File: config.mk
export PLATFORM = sky130hd
export DESIGN_NAME = duration_string_parser
export DESIGN_NICKNAME = d
export VERILOG_FILES = /design/src/rtl/core/dsp_pkg.sv /design/src/rtl/core/dsp_in_stage.sv /design/src/rtl/core/dsp_step.sv /design/src/rtl/core/dsp_out_skid.sv /design/src/rtl/core/duration_string_parser.sv
export SDC_FILE = /design/constraint.sdc
export NUM_CORES = 2
export LEC_CHECK = 0
export ABC_AREA = 1
export BUFFER_PORTS_ARGS = -buffer_cell sky130_fd_sc_hd__buf_2
export CAP_MARGIN = 20
export CORE_MARGIN = 4
export CORE_UTILIZATION = 65
export CTS_CLUSTER_SIZE = 12
export DETAILED_ROUTE_END_ITERATION = 6
export PLACE_DENSITY = 0.86
export SLEW_MARGIN = 40
export SYNTH_ARGS = -nofsm -noshare
export SYNTH_HDL_FRONTEND = slang
export SYNTH_SLANG_ARGS = --single-unit
export TNS_END_PERCENT = 50
File: constraint.sdc
create_clock -name clk -period 16.7 [get_ports clk]
set_clock_uncertainty 0.2 [all_clocks]
set_input_delay 1.67 -clock clk [delete_from_list [all_inputs] [get_ports clk]]
set_output_delay 1.67 -clock clk [all_outputs]
set_load 0.05 [all_outputs]
File: src/rtl/core/dsp_pkg.sv
// ----------------------------------------------------------------------------
// dsp_pkg
// Types, character codes, unit codes and unit factors shared by the duration
// text parser.
// ----------------------------------------------------------------------------
`default_nettype none

package dsp_pkg;

  localparam int unsigned CHAR_W   = 8;
  localparam int unsigned TOTAL_W  = 31;
  localparam int unsigned FACTOR_W = 27;
  localparam int unsigned PROG_W   = 3;
  localparam int unsigned ADDR_W   = 2;

  localparam logic [TOTAL_W-1:0] SAT_MAX = '1;

  // Unit order; a new unit must be strictly above the last one taken.
  localparam logic [PROG_W-1:0] PROG_NONE    = 3'd0;
  localparam logic [PROG_W-1:0] PROG_DAYS    = 3'd1;
  localparam logic [PROG_W-1:0] PROG_HOURS   = 3'd2;
  localparam logic [PROG_W-1:0] PROG_MINUTES = 3'd3;
  localparam logic [PROG_W-1:0] PROG_SECONDS = 3'd4;

  localparam logic [CHAR_W-1:0] CH_TAB   = 8'h09;
  localparam logic [CHAR_W-1:0] CH_SPACE = 8'h20;
  localparam logic [CHAR_W-1:0] CH_ZERO  = 8'h30;
  localparam logic [CHAR_W-1:0] CH_NINE  = 8'h39;
  localparam logic [CHAR_W-1:0] CH_UP_D  = 8'h44;
  localparam logic [CHAR_W-1:0] CH_UP_H  = 8'h48;
  localparam logic [CHAR_W-1:0] CH_UP_M  = 8'h4D;
  localparam logic [CHAR_W-1:0] CH_UP_S  = 8'h53;
  localparam logic [CHAR_W-1:0] CH_LO_D  = 8'h64;
  localparam logic [CHAR_W-1:0] CH_LO_H  = 8'h68;
  localparam logic [CHAR_W-1:0] CH_LO_M  = 8'h6D;
  localparam logic [CHAR_W-1:0] CH_LO_S  = 8'h73;

  localparam logic [ADDR_W-1:0] REG_MODE_ADDR = 2'd0;

  typedef struct packed {
    logic [CHAR_W-1:0] char_code;
    logic              last_char;
  } item_t;

  typedef struct packed {
    logic [TOTAL_W-1:0] total_time;
    logic               format_error;
    logic               saturated;
  } result_t;

  function automatic logic [FACTOR_W-1:0] unit_factor(input logic ms,
                                                      input logic [PROG_W-1:0] unit);
    logic [FACTOR_W-1:0] f;
    f = '0;
    case (unit)
      PROG_DAYS:    f = ms ? 27'd86400000 : 27'd86400;
      PROG_HOURS:   f = ms ? 27'd3600000  : 27'd3600;
      PROG_MINUTES: f = ms ? 27'd60000    : 27'd60;
      PROG_SECONDS: f = ms ? 27'd1000     : 27'd1;
      default:      f = '0;
    endcase
    return f;
  endfunction

endpackage

`default_nettype wire

File: src/rtl/core/dsp_in_stage.sv
// ----------------------------------------------------------------------------
// dsp_in_stage
// Input register of the parser. Holds one item and hands it to the step logic
// as soon as the result side has room for what it may produce.
// ----------------------------------------------------------------------------
`default_nettype none

module dsp_in_stage (
  input  wire logic            clk,
  input  wire logic            rst,
  input  wire logic            s_tvalid,
  output logic                 s_tready,
  input  wire dsp_pkg::item_t  s_item,
  input  wire logic            out_space,
  output logic                 fire,
  output dsp_pkg::item_t       item
);

  logic           valid;
  logic           valid_next;
  logic           accept;

  // A non-last item never produces a result, so it needs no room downstream.
  assign fire     = valid && (!item.last_char || out_space);
  assign s_tready = !valid || fire;
  assign accept   = s_tvalid && s_tready;

  always_comb begin
    valid_next = valid;
    if (accept) begin
      valid_next = 1'b1;
    end else if (fire) begin
      valid_next = 1'b0;
    end
  end

  always_ff @(posedge clk) begin
    if (rst) begin
      valid <= 1'b0;
    end else begin
      valid <= valid_next;
    end
  end

  always_ff @(posedge clk) begin
    if (accept) begin
      item <= s_item;
    end
  end

endmodule

`default_nettype wire

File: src/rtl/core/dsp_step.sv
// ----------------------------------------------------------------------------
// dsp_step
// Parser state and the per-character update: decimal field build, unit close
// with a constant factor, saturation, order and format checks, end of text.
// ----------------------------------------------------------------------------
`default_nettype none

module dsp_step (
  input  wire logic              clk,
  input  wire logic              rst,
  input  wire logic              millisecond_mode,
  input  wire logic              fire,
  input  wire dsp_pkg::item_t    item,
  output logic                   res_valid,
  output dsp_pkg::result_t       res
);

  localparam int unsigned TW = dsp_pkg::TOTAL_W;
  localparam int unsigned FW = dsp_pkg::FACTOR_W;
  localparam int unsigned PW = dsp_pkg::PROG_W;

  logic [PW-1:0]    unit_progress;
  logic [TW-1:0]    field_value;
  logic             field_present;
  logic [TW-1:0]    running_total;
  logic             error_seen;
  logic             overflow_seen;

  logic [PW-1:0]    unit_progress_next;
  logic [TW-1:0]    field_value_next;
  logic             field_present_next;
  logic [TW-1:0]    running_total_next;
  logic             error_seen_next;
  logic             overflow_seen_next;

  logic [dsp_pkg::CHAR_W-1:0] c;
  logic             is_digit;
  logic             is_ws;
  logic             is_unit;
  logic [PW-1:0]    char_unit;
  logic [TW+3:0]    v_wide;
  logic             v_ovf;
  logic [TW-1:0]    v_sat;
  logic             active;
  logic             do_close;
  logic [PW-1:0]    close_unit;
  logic [TW-1:0]    op_val;
  logic             op_present;
  logic             close_bad;
  logic [FW-1:0]    factor;
  logic [TW+FW-1:0] prod;
  logic             prod_ovf;
  logic [TW-1:0]    prod_sat;
  logic [TW:0]      sum;
  logic             sum_ovf;
  logic [TW-1:0]    sum_sat;

  assign c        = item.char_code;
  assign is_digit = (c inside {[dsp_pkg::CH_ZERO:dsp_pkg::CH_NINE]});

  always_comb begin
    char_unit = dsp_pkg::PROG_NONE;
    is_ws     = 1'b0;
    case (c)
      dsp_pkg::CH_SPACE, dsp_pkg::CH_TAB: is_ws     = 1'b1;
      dsp_pkg::CH_UP_D,  dsp_pkg::CH_LO_D: char_unit = dsp_pkg::PROG_DAYS;
      dsp_pkg::CH_UP_H,  dsp_pkg::CH_LO_H: char_unit = dsp_pkg::PROG_HOURS;
      dsp_pkg::CH_UP_M,  dsp_pkg::CH_LO_M: char_unit = dsp_pkg::PROG_MINUTES;
      dsp_pkg::CH_UP_S,  dsp_pkg::CH_LO_S: char_unit = dsp_pkg::PROG_SECONDS;
      default: begin
        char_unit = dsp_pkg::PROG_NONE;
        is_ws     = 1'b0;
      end
    endcase
  end

  assign is_unit = (char_unit != dsp_pkg::PROG_NONE);

  // field * 10 + digit as two shifts and two adds.
  assign v_wide = ({4'b0, field_value} << 3) + ({4'b0, field_value} << 1)
                + {{(TW){1'b0}}, c[3:0]};
  assign v_ovf  = |v_wide[TW+3:TW];
  assign v_sat  = v_ovf ? dsp_pkg::SAT_MAX : v_wide[TW-1:0];

  // At most one field closes per character: a unit or whitespace closes the
  // pending field, and a digit on the last character closes its own field.
  assign active     = !error_seen;
  assign do_close   = active && (is_unit || (is_ws && field_present)
                                 || (is_digit && item.last_char));
  assign close_unit = (is_digit || is_ws) ? dsp_pkg::PROG_SECONDS : char_unit;
  assign op_val     = is_digit ? v_sat : field_value;
  assign op_present = is_digit || field_present;
  assign close_bad  = !op_present || (unit_progress >= close_unit);

  assign factor   = dsp_pkg::unit_factor(millisecond_mode, close_unit);
  assign prod     = {{(FW){1'b0}}, op_val} * {{(TW){1'b0}}, factor};
  assign prod_ovf = |prod[TW+FW-1:TW];
  assign prod_sat = prod_ovf ? dsp_pkg::SAT_MAX : prod[TW-1:0];
  assign sum      = {1'b0, running_total} + {1'b0, prod_sat};
  assign sum_ovf  = sum[TW];
  assign sum_sat  = sum_ovf ? dsp_pkg::SAT_MAX : sum[TW-1:0];

  always_comb begin
    unit_progress_next = unit_progress;
    field_value_next   = field_value;
    field_present_next = field_present;
    running_total_next = running_total;
    error_seen_next    = error_seen;
    overflow_seen_next = overflow_seen;
    if (active) begin
      if (is_digit) begin
        field_value_next   = v_sat;
        field_present_next = 1'b1;
        overflow_seen_next = overflow_seen || v_ovf;
      end else if (!is_unit && !is_ws) begin
        error_seen_next = 1'b1;
      end
    end
    if (do_close) begin
      if (close_bad) begin
        error_seen_next = 1'b1;
      end else begin
        unit_progress_next = close_unit;
        field_value_next   = '0;
        field_present_next = 1'b0;
        running_total_next = sum_sat;
        overflow_seen_next = overflow_seen_next || prod_ovf || sum_ovf;
      end
    end
  end

  assign res_valid        = fire && item.last_char;
  assign res.total_time   = error_seen_next ? '0 : running_total_next;
  assign res.format_error = error_seen_next;
  assign res.saturated    = !error_seen_next && overflow_seen_next;

  always_ff @(posedge clk) begin
    if (rst || (fire && item.last_char)) begin
      unit_progress <= dsp_pkg::PROG_NONE;
      field_value   <= '0;
      field_present <= 1'b0;
      running_total <= '0;
      error_seen    <= 1'b0;
      overflow_seen <= 1'b0;
    end else if (fire) begin
      unit_progress <= unit_progress_next;
      field_value   <= field_value_next;
      field_present <= field_present_next;
      running_total <= running_total_next;
      error_seen    <= error_seen_next;
      overflow_seen <= overflow_seen_next;
    end
  end

endmodule

`default_nettype wire

File: src/rtl/core/dsp_out_skid.sv
// ----------------------------------------------------------------------------
// dsp_out_skid
// Result register with one spare entry. Room for a new result is a registered
// signal, so a stall on the output never reaches the input handshake within
// the same cycle.
// ----------------------------------------------------------------------------
`default_nettype none

module dsp_out_skid (
  input  wire logic              clk,
  input  wire logic              rst,
  input  wire logic              push,
  input  wire dsp_pkg::result_t  push_data,
  output logic                   space,
  output logic                   m_tvalid,
  input  wire logic              m_tready,
  output dsp_pkg::result_t       m_data
);

  logic              out_valid;
  logic              out_valid_next;
  logic              skid_valid;
  logic              skid_valid_next;
  dsp_pkg::result_t  skid_data;
  logic              main_load;
  logic              main_from_skid;
  logic              skid_load;

  assign m_tvalid = out_valid;
  assign space    = !skid_valid;

  always_comb begin
    out_valid_next  = out_valid;
    skid_valid_next = skid_valid;
    main_load       = 1'b0;
    main_from_skid  = 1'b0;
    skid_load       = 1'b0;
    if (!out_valid || m_tready) begin
      if (skid_valid) begin
        main_load       = 1'b1;
        main_from_skid  = 1'b1;
        out_valid_next  = 1'b1;
        skid_valid_next = 1'b0;
      end else begin
        main_load      = push;
        out_valid_next = push;
      end
    end else if (push) begin
      skid_load       = 1'b1;
      skid_valid_next = 1'b1;
    end
  end

  always_ff @(posedge clk) begin
    if (rst) begin
      out_valid  <= 1'b0;
      skid_valid <= 1'b0;
    end else begin
      out_valid  <= out_valid_next;
      skid_valid <= skid_valid_next;
    end
  end

  always_ff @(posedge clk) begin
    if (main_load) begin
      m_data <= main_from_skid ? skid_data : push_data;
    end
    if (skid_load) begin
      skid_data <= push_data;
    end
  end

endmodule

`default_nettype wire

File: src/rtl/core/duration_string_parser.sv
// ----------------------------------------------------------------------------
// duration_string_parser
// Parses a duration text such as "2d 3h 15m 10", one character per item, and
// gives its total in seconds or milliseconds when the last character arrives.
// ----------------------------------------------------------------------------
// Channel  Dir  Handshake          Payload
// s_*      in   s_tvalid/s_tready  s_tdata[7:0] char_code, s_tlast last_char
// m_*      out  m_tvalid/m_tready  m_tdata[30:0] total_time,
//                                  m_tuser[0] format_error, m_tuser[1] saturated
// APB      in   psel/penable/pready  0x0 millisecond_mode (bit 0)
//
// One character is taken every cycle while no last character waits for room;
// the step logic finishes each character in the cycle it leaves the input
// register, through one constant-factor multiplier and one add. A result is
// registered in the result register. Reset is synchronous and clears all
// parser state and the mode register. An output stall fills the spare result
// entry, after which a last character waits in the input register for room.
// ----------------------------------------------------------------------------
`default_nettype none

module duration_string_parser (
  input  wire logic        clk,
  input  wire logic        rst,
  input  wire logic        s_tvalid,
  output logic             s_tready,
  input  wire logic [7:0]  s_tdata,   // [7:0] char_code
  input  wire logic        s_tlast,
  output logic             m_tvalid,
  input  wire logic        m_tready,
  output logic [31:0]      m_tdata,   // [30:0] total_time, [31] zero
  output logic [1:0]       m_tuser,   // [0] format_error, [1] saturated
  input  wire logic        psel,
  input  wire logic        penable,
  input  wire logic        pwrite,
  input  wire logic [1:0]  paddr,
  input  wire logic [31:0] pwdata,
  output logic [31:0]      prdata,
  output logic             pready
);

  logic              millisecond_mode;
  dsp_pkg::item_t    s_item;
  dsp_pkg::item_t    item;
  logic              fire;
  logic              out_space;
  logic              res_valid;
  dsp_pkg::result_t  res;
  dsp_pkg::result_t  m_data;

  assign pready = 1'b1;
  assign prdata = {31'b0, millisecond_mode};

  always_ff @(posedge clk) begin
    if (rst) begin
      millisecond_mode <= 1'b0;
    end else if (psel && penable && pwrite && pready
                 && (paddr == dsp_pkg::REG_MODE_ADDR)) begin
      millisecond_mode <= pwdata[0];
    end
  end

  assign s_item.char_code = s_tdata;
  assign s_item.last_char = s_tlast;

  dsp_in_stage u_in (
    .clk       (clk),
    .rst       (rst),
    .s_tvalid  (s_tvalid),
    .s_tready  (s_tready),
    .s_item    (s_item),
    .out_space (out_space),
    .fire      (fire),
    .item      (item)
  );

  dsp_step u_step (
    .clk              (clk),
    .rst              (rst),
    .millisecond_mode (millisecond_mode),
    .fire             (fire),
    .item             (item),
    .res_valid        (res_valid),
    .res              (res)
  );

  dsp_out_skid u_out (
    .clk       (clk),
    .rst       (rst),
    .push      (res_valid),
    .push_data (res),
    .space     (out_space),
    .m_tvalid  (m_tvalid),
    .m_tready  (m_tready),
    .m_data    (m_data)
  );

  assign m_tdata = {1'b0, m_data.total_time};
  assign m_tuser = {m_data.saturated, m_data.format_error};

endmodule

`default_nettype wire

==> results.md <==
- Worst slew pin tran: 0.9085 ns
- Worst path slowest cell: nand2_1
- CP max FO: 18
- Sequential power share: 0.403
- Routed Wire Length: just over 100000 um
- Fillers: 4472
- Clk_lat worst skew: ~0.46 ns
- Full die area: 60050 um2
- Number of flops mapped to enable cells by yosys: 75
- Max incr delay on CP: ~0.59 ns
- Routed wl met2: about 46000 um
- CTS Hold Bufs: 0
- Final Max Slew Viols: 0
- Clock network fraction of total power: 0.411
- Final setup violation count: 0
- Pin count of the biggest net entering global routing: 55
- Hold Fails Final Rpt: 0
- Ys async rst share: 0
- Clock Sinks: 147
- Final Power: between 900 and 1000 uW
- DP Wirelength: about 83000 um
- Starting DRC count in detailed routing: 2924
- P_int: 637.8 uW
- Sw Pwr: roughly 330 uW
- CTS HTree Levels: 4
- Synth area leader: fa_1
- Vias per Instance: around 5.6
- Crit Path Category: flip-flop to flip-flop
- Post-route cell area: 37750 um2
- # port buffers: 54
- Share of the synthesized area in the top cell type: 0.3108
- DRC viols: 4
- Reg-to-Reg End: u_out.m_data[24]
- Remaining Overflow, GRT: 0
- Ys Warns: 0
- Fraction of layout cells with a size suffix above 1: 0.05160
- Post-route setup slack: ~2.1 ns
- Global Route Usage Sum: 0.3468
- Seq cells post-synth: ~150
- Starting Density: 0.6591
- FMAX: about 0.07 GHz
- Req. time, crit path: between 15 and 20 ns
- Synth cell types: just under 60
- Pleak: just under 0.02 uW
- Dpl ws: around 2.4 ns
- GP Congestion: 1.006
- Antenna-violating nets left: 0
- Clk slew on worst S/H paths: about 0.070 ns
- Fin nets: between 5000 and 6000
- Placed Area: 37130 um2
- Hold depth: 2
- Vias post-DR: roughly 32000
- Hold Crit Start: u_step.unit_progress[0]
- Max-cap check violation count: 0
- Met3 WL: around 11000 um
- Number of global-route vias before repair: ~32000
- Power Density: between 20 and 30 nW/um2
- CP Data Arrival Time: 14.57 ns
- Metal1 wirelength: approximately 38000 um
- Fin Setup TNS: 0 ns
- Slew HR: 0.3929
- Syn Inst Count: about 4900
- Hold crit path type: flip-flop to flip-flop
- Ports: 119
- R2R setup slack: approximately 2.1 ns
- Core area: 55420 um2
- Clock buffer depth: 2
- Die height: 245.0 um
- Top Metal Used: met5
- Combinational power share: 0.186
- Leading post-synthesis cells by cell area: fa_1, ha_1, inv_1, nand2_1, nor2_1
- Post-synthesis sequential area ratio: 0.1011
- Switching portion of total power: 0.3378
- Worst VDD drop: 0.00007131 V
- Worst R2R Start: u_in.item[4]
- Critical Path Most Common Cell: nand2_1
- Area grow syn2layout: 3.364%
- Rows: between 80 and 90
- Tmin final: 14.57 ns
- Post-CTS Resized: 0
- Initial antenna violation count: 2
- RSZ-0062 raised after global routing: no
- Syn_area_per_cell: 7.449 um2
- CTS tree: yes
- Failing checks: design-rule violations
- Synth Flop Type: edfxtp_1
- Hold EP: u_step.unit_progress[0]
- Root Driver: clkbuf_16
- First-pass GRT wire length: about 170000 um
- CTS buffer count: 17
- Utilization after layout: 0.6813
- Run status: finished, violations left
- Mapped Area: approximately 37000 um2
- Period utilization: 0.8723
- Post-CTS Setup Bufs: 0
- Worst R2R Path Depth: 62
- Die X: about 250 um
- CP Launch Type: flip-flop
- Routed length per instance: 18.13 um
- Crit path capture type: flip-flop
- Pre-antenna DRT Iters: 7
## cell usage after synthesis (13+ instances only)
library cell  instances
o21ai_1              14
nor3_1               40
inv_2                33
a21oi_1             236
nor2_1              627
fa_1                567
clkbuf_1             63
buf_6                13
buf_2                30
nand4_1              29
o21ai_0              78
xnor2_1              31
inv_1              1145
nor2_2               16
edfxtp_1             75
and2_1               21
xor2_1               43
o21bai_1             13
ha_1                407
dfxtp_1              72
nand2_2              33
nand3_1             136
buf_4                58
nand3b_1             15
nand2_1             996
## worst max-delay path, delay by kind of cell (launching register included)
kind,cells,cell delay [ns]
buf+inv,13,1.65
simple gates,28,4.60
compound gates,8,1.88
xor+xnor,1,0.16
flops,1,0.51
fa+ha+maj,12,5.27
## placed cells by master, fill, tap and decap left out, drive strengths merged, types with 10 or more instances in the layout
| cell type | count |
|---|---|
| a21o | 10 |
| a21oi | 239 |
| and2 | 21 |
| buf | 86 |
| clkbuf | 18 |
| conb | 33 |
| dfxtp | 72 |
| edfxtp | 75 |
| fa | 567 |
| ha | 407 |
| inv | 1189 |
| nand2 | 1031 |
| nand3 | 144 |
| nand3b | 15 |
| nand4 | 30 |
| nor2 | 650 |
| nor3 | 43 |
| o21ai | 97 |
| o21bai | 13 |
| or2 | 17 |
| xnor2 | 31 |
| xor2 | 44 |
## area by class of cell
class	instances	area (um2)	area share
multi-input cells	3436	27550	0.7297
flip-flops and latches	147	3694	0.09784
repair buffers	86	533.0	0.01412
inverters	1183	4447	0.1178
clock inverters	14	161.4	0.004275
diodes	2	5.005	0.0001326
clock buffers	18	429.2	0.01137
well taps	748	935.9	0.02479
## how the worst max path moves through the flow
stage / startpoint / cells after the start / to / slack [ns]
after detailed placement: u_in.item[4] / 63 / u_out.m_data[24] / 2.41
final: u_in.item[4] / 62 / u_out.m_data[24] / 2.13
after CTS: u_in.item[4] / 63 / u_out.m_data[24] / 2.35
after floorplan: u_in.item[4] / 66 / u_out.skid_data[31] / 5.83
after global placement: u_in.item[4] / 60 / u_out.skid_data[13] / 2.61
after global routing: u_in.item[4] / 62 / u_out.skid_data[24] / 1.30
## stage by stage
step	hold WS (ns)	cells
3_3_place_gp	0.2477	5597
5_1_grt	0.2945	5632
3_5_place_dp	0.2532	5598
2_1_floorplan	0.2329	4934
4_1_cts	0.2631	5630
6_report	0.2593	5634
## sequential cells by signal, summed over array words and instances, names as in the netlist, 3 cells and up
| signal | flops |
|---|---|
| u_step.running_total | 31 |
| u_out.m_data | 33 |
| u_in.item | 9 |
| u_out.skid_data | 33 |
| u_step.unit_progress | 3 |
| u_step.field_value | 31 |
## power by group through the flow
stage | Sequential [uW] | Combinational [uW] | Clock, uW
5_1_grt | 389 | 190 | 415
3_3_place_gp | 396 | 168 | 0
4_1_cts | 388 | 172 | 398
2_1_floorplan | 403 | 126 | 0
3_5_place_dp | 396 | 171 | 0
6_report | 388 | 179 | 396
## cell families (layout without fill, tap and decap cells)
group / Yosys count / after routing / share of synthesized area
xor+xnor: 75 / 75 / 0.01819
flops: 147 / 147 / 0.1011
compound gates: 394 / 394 / 0.05988
simple gates: 1960 / 1960 / 0.2217
fa+ha+maj: 974 / 974 / 0.4502
other cells: 2 / 35 / 0.0002056
buf+inv: 1351 / 1301 / 0.1486
## per-layer routing
layer	track usage	vias up
met5	0	-
met4	0.1950	2
met3	0.07483	508
met2	0.5612	1769
met1	0.4338	14890
li1	-	14560
No activity file was read; power rests on OpenSTA's default activity.
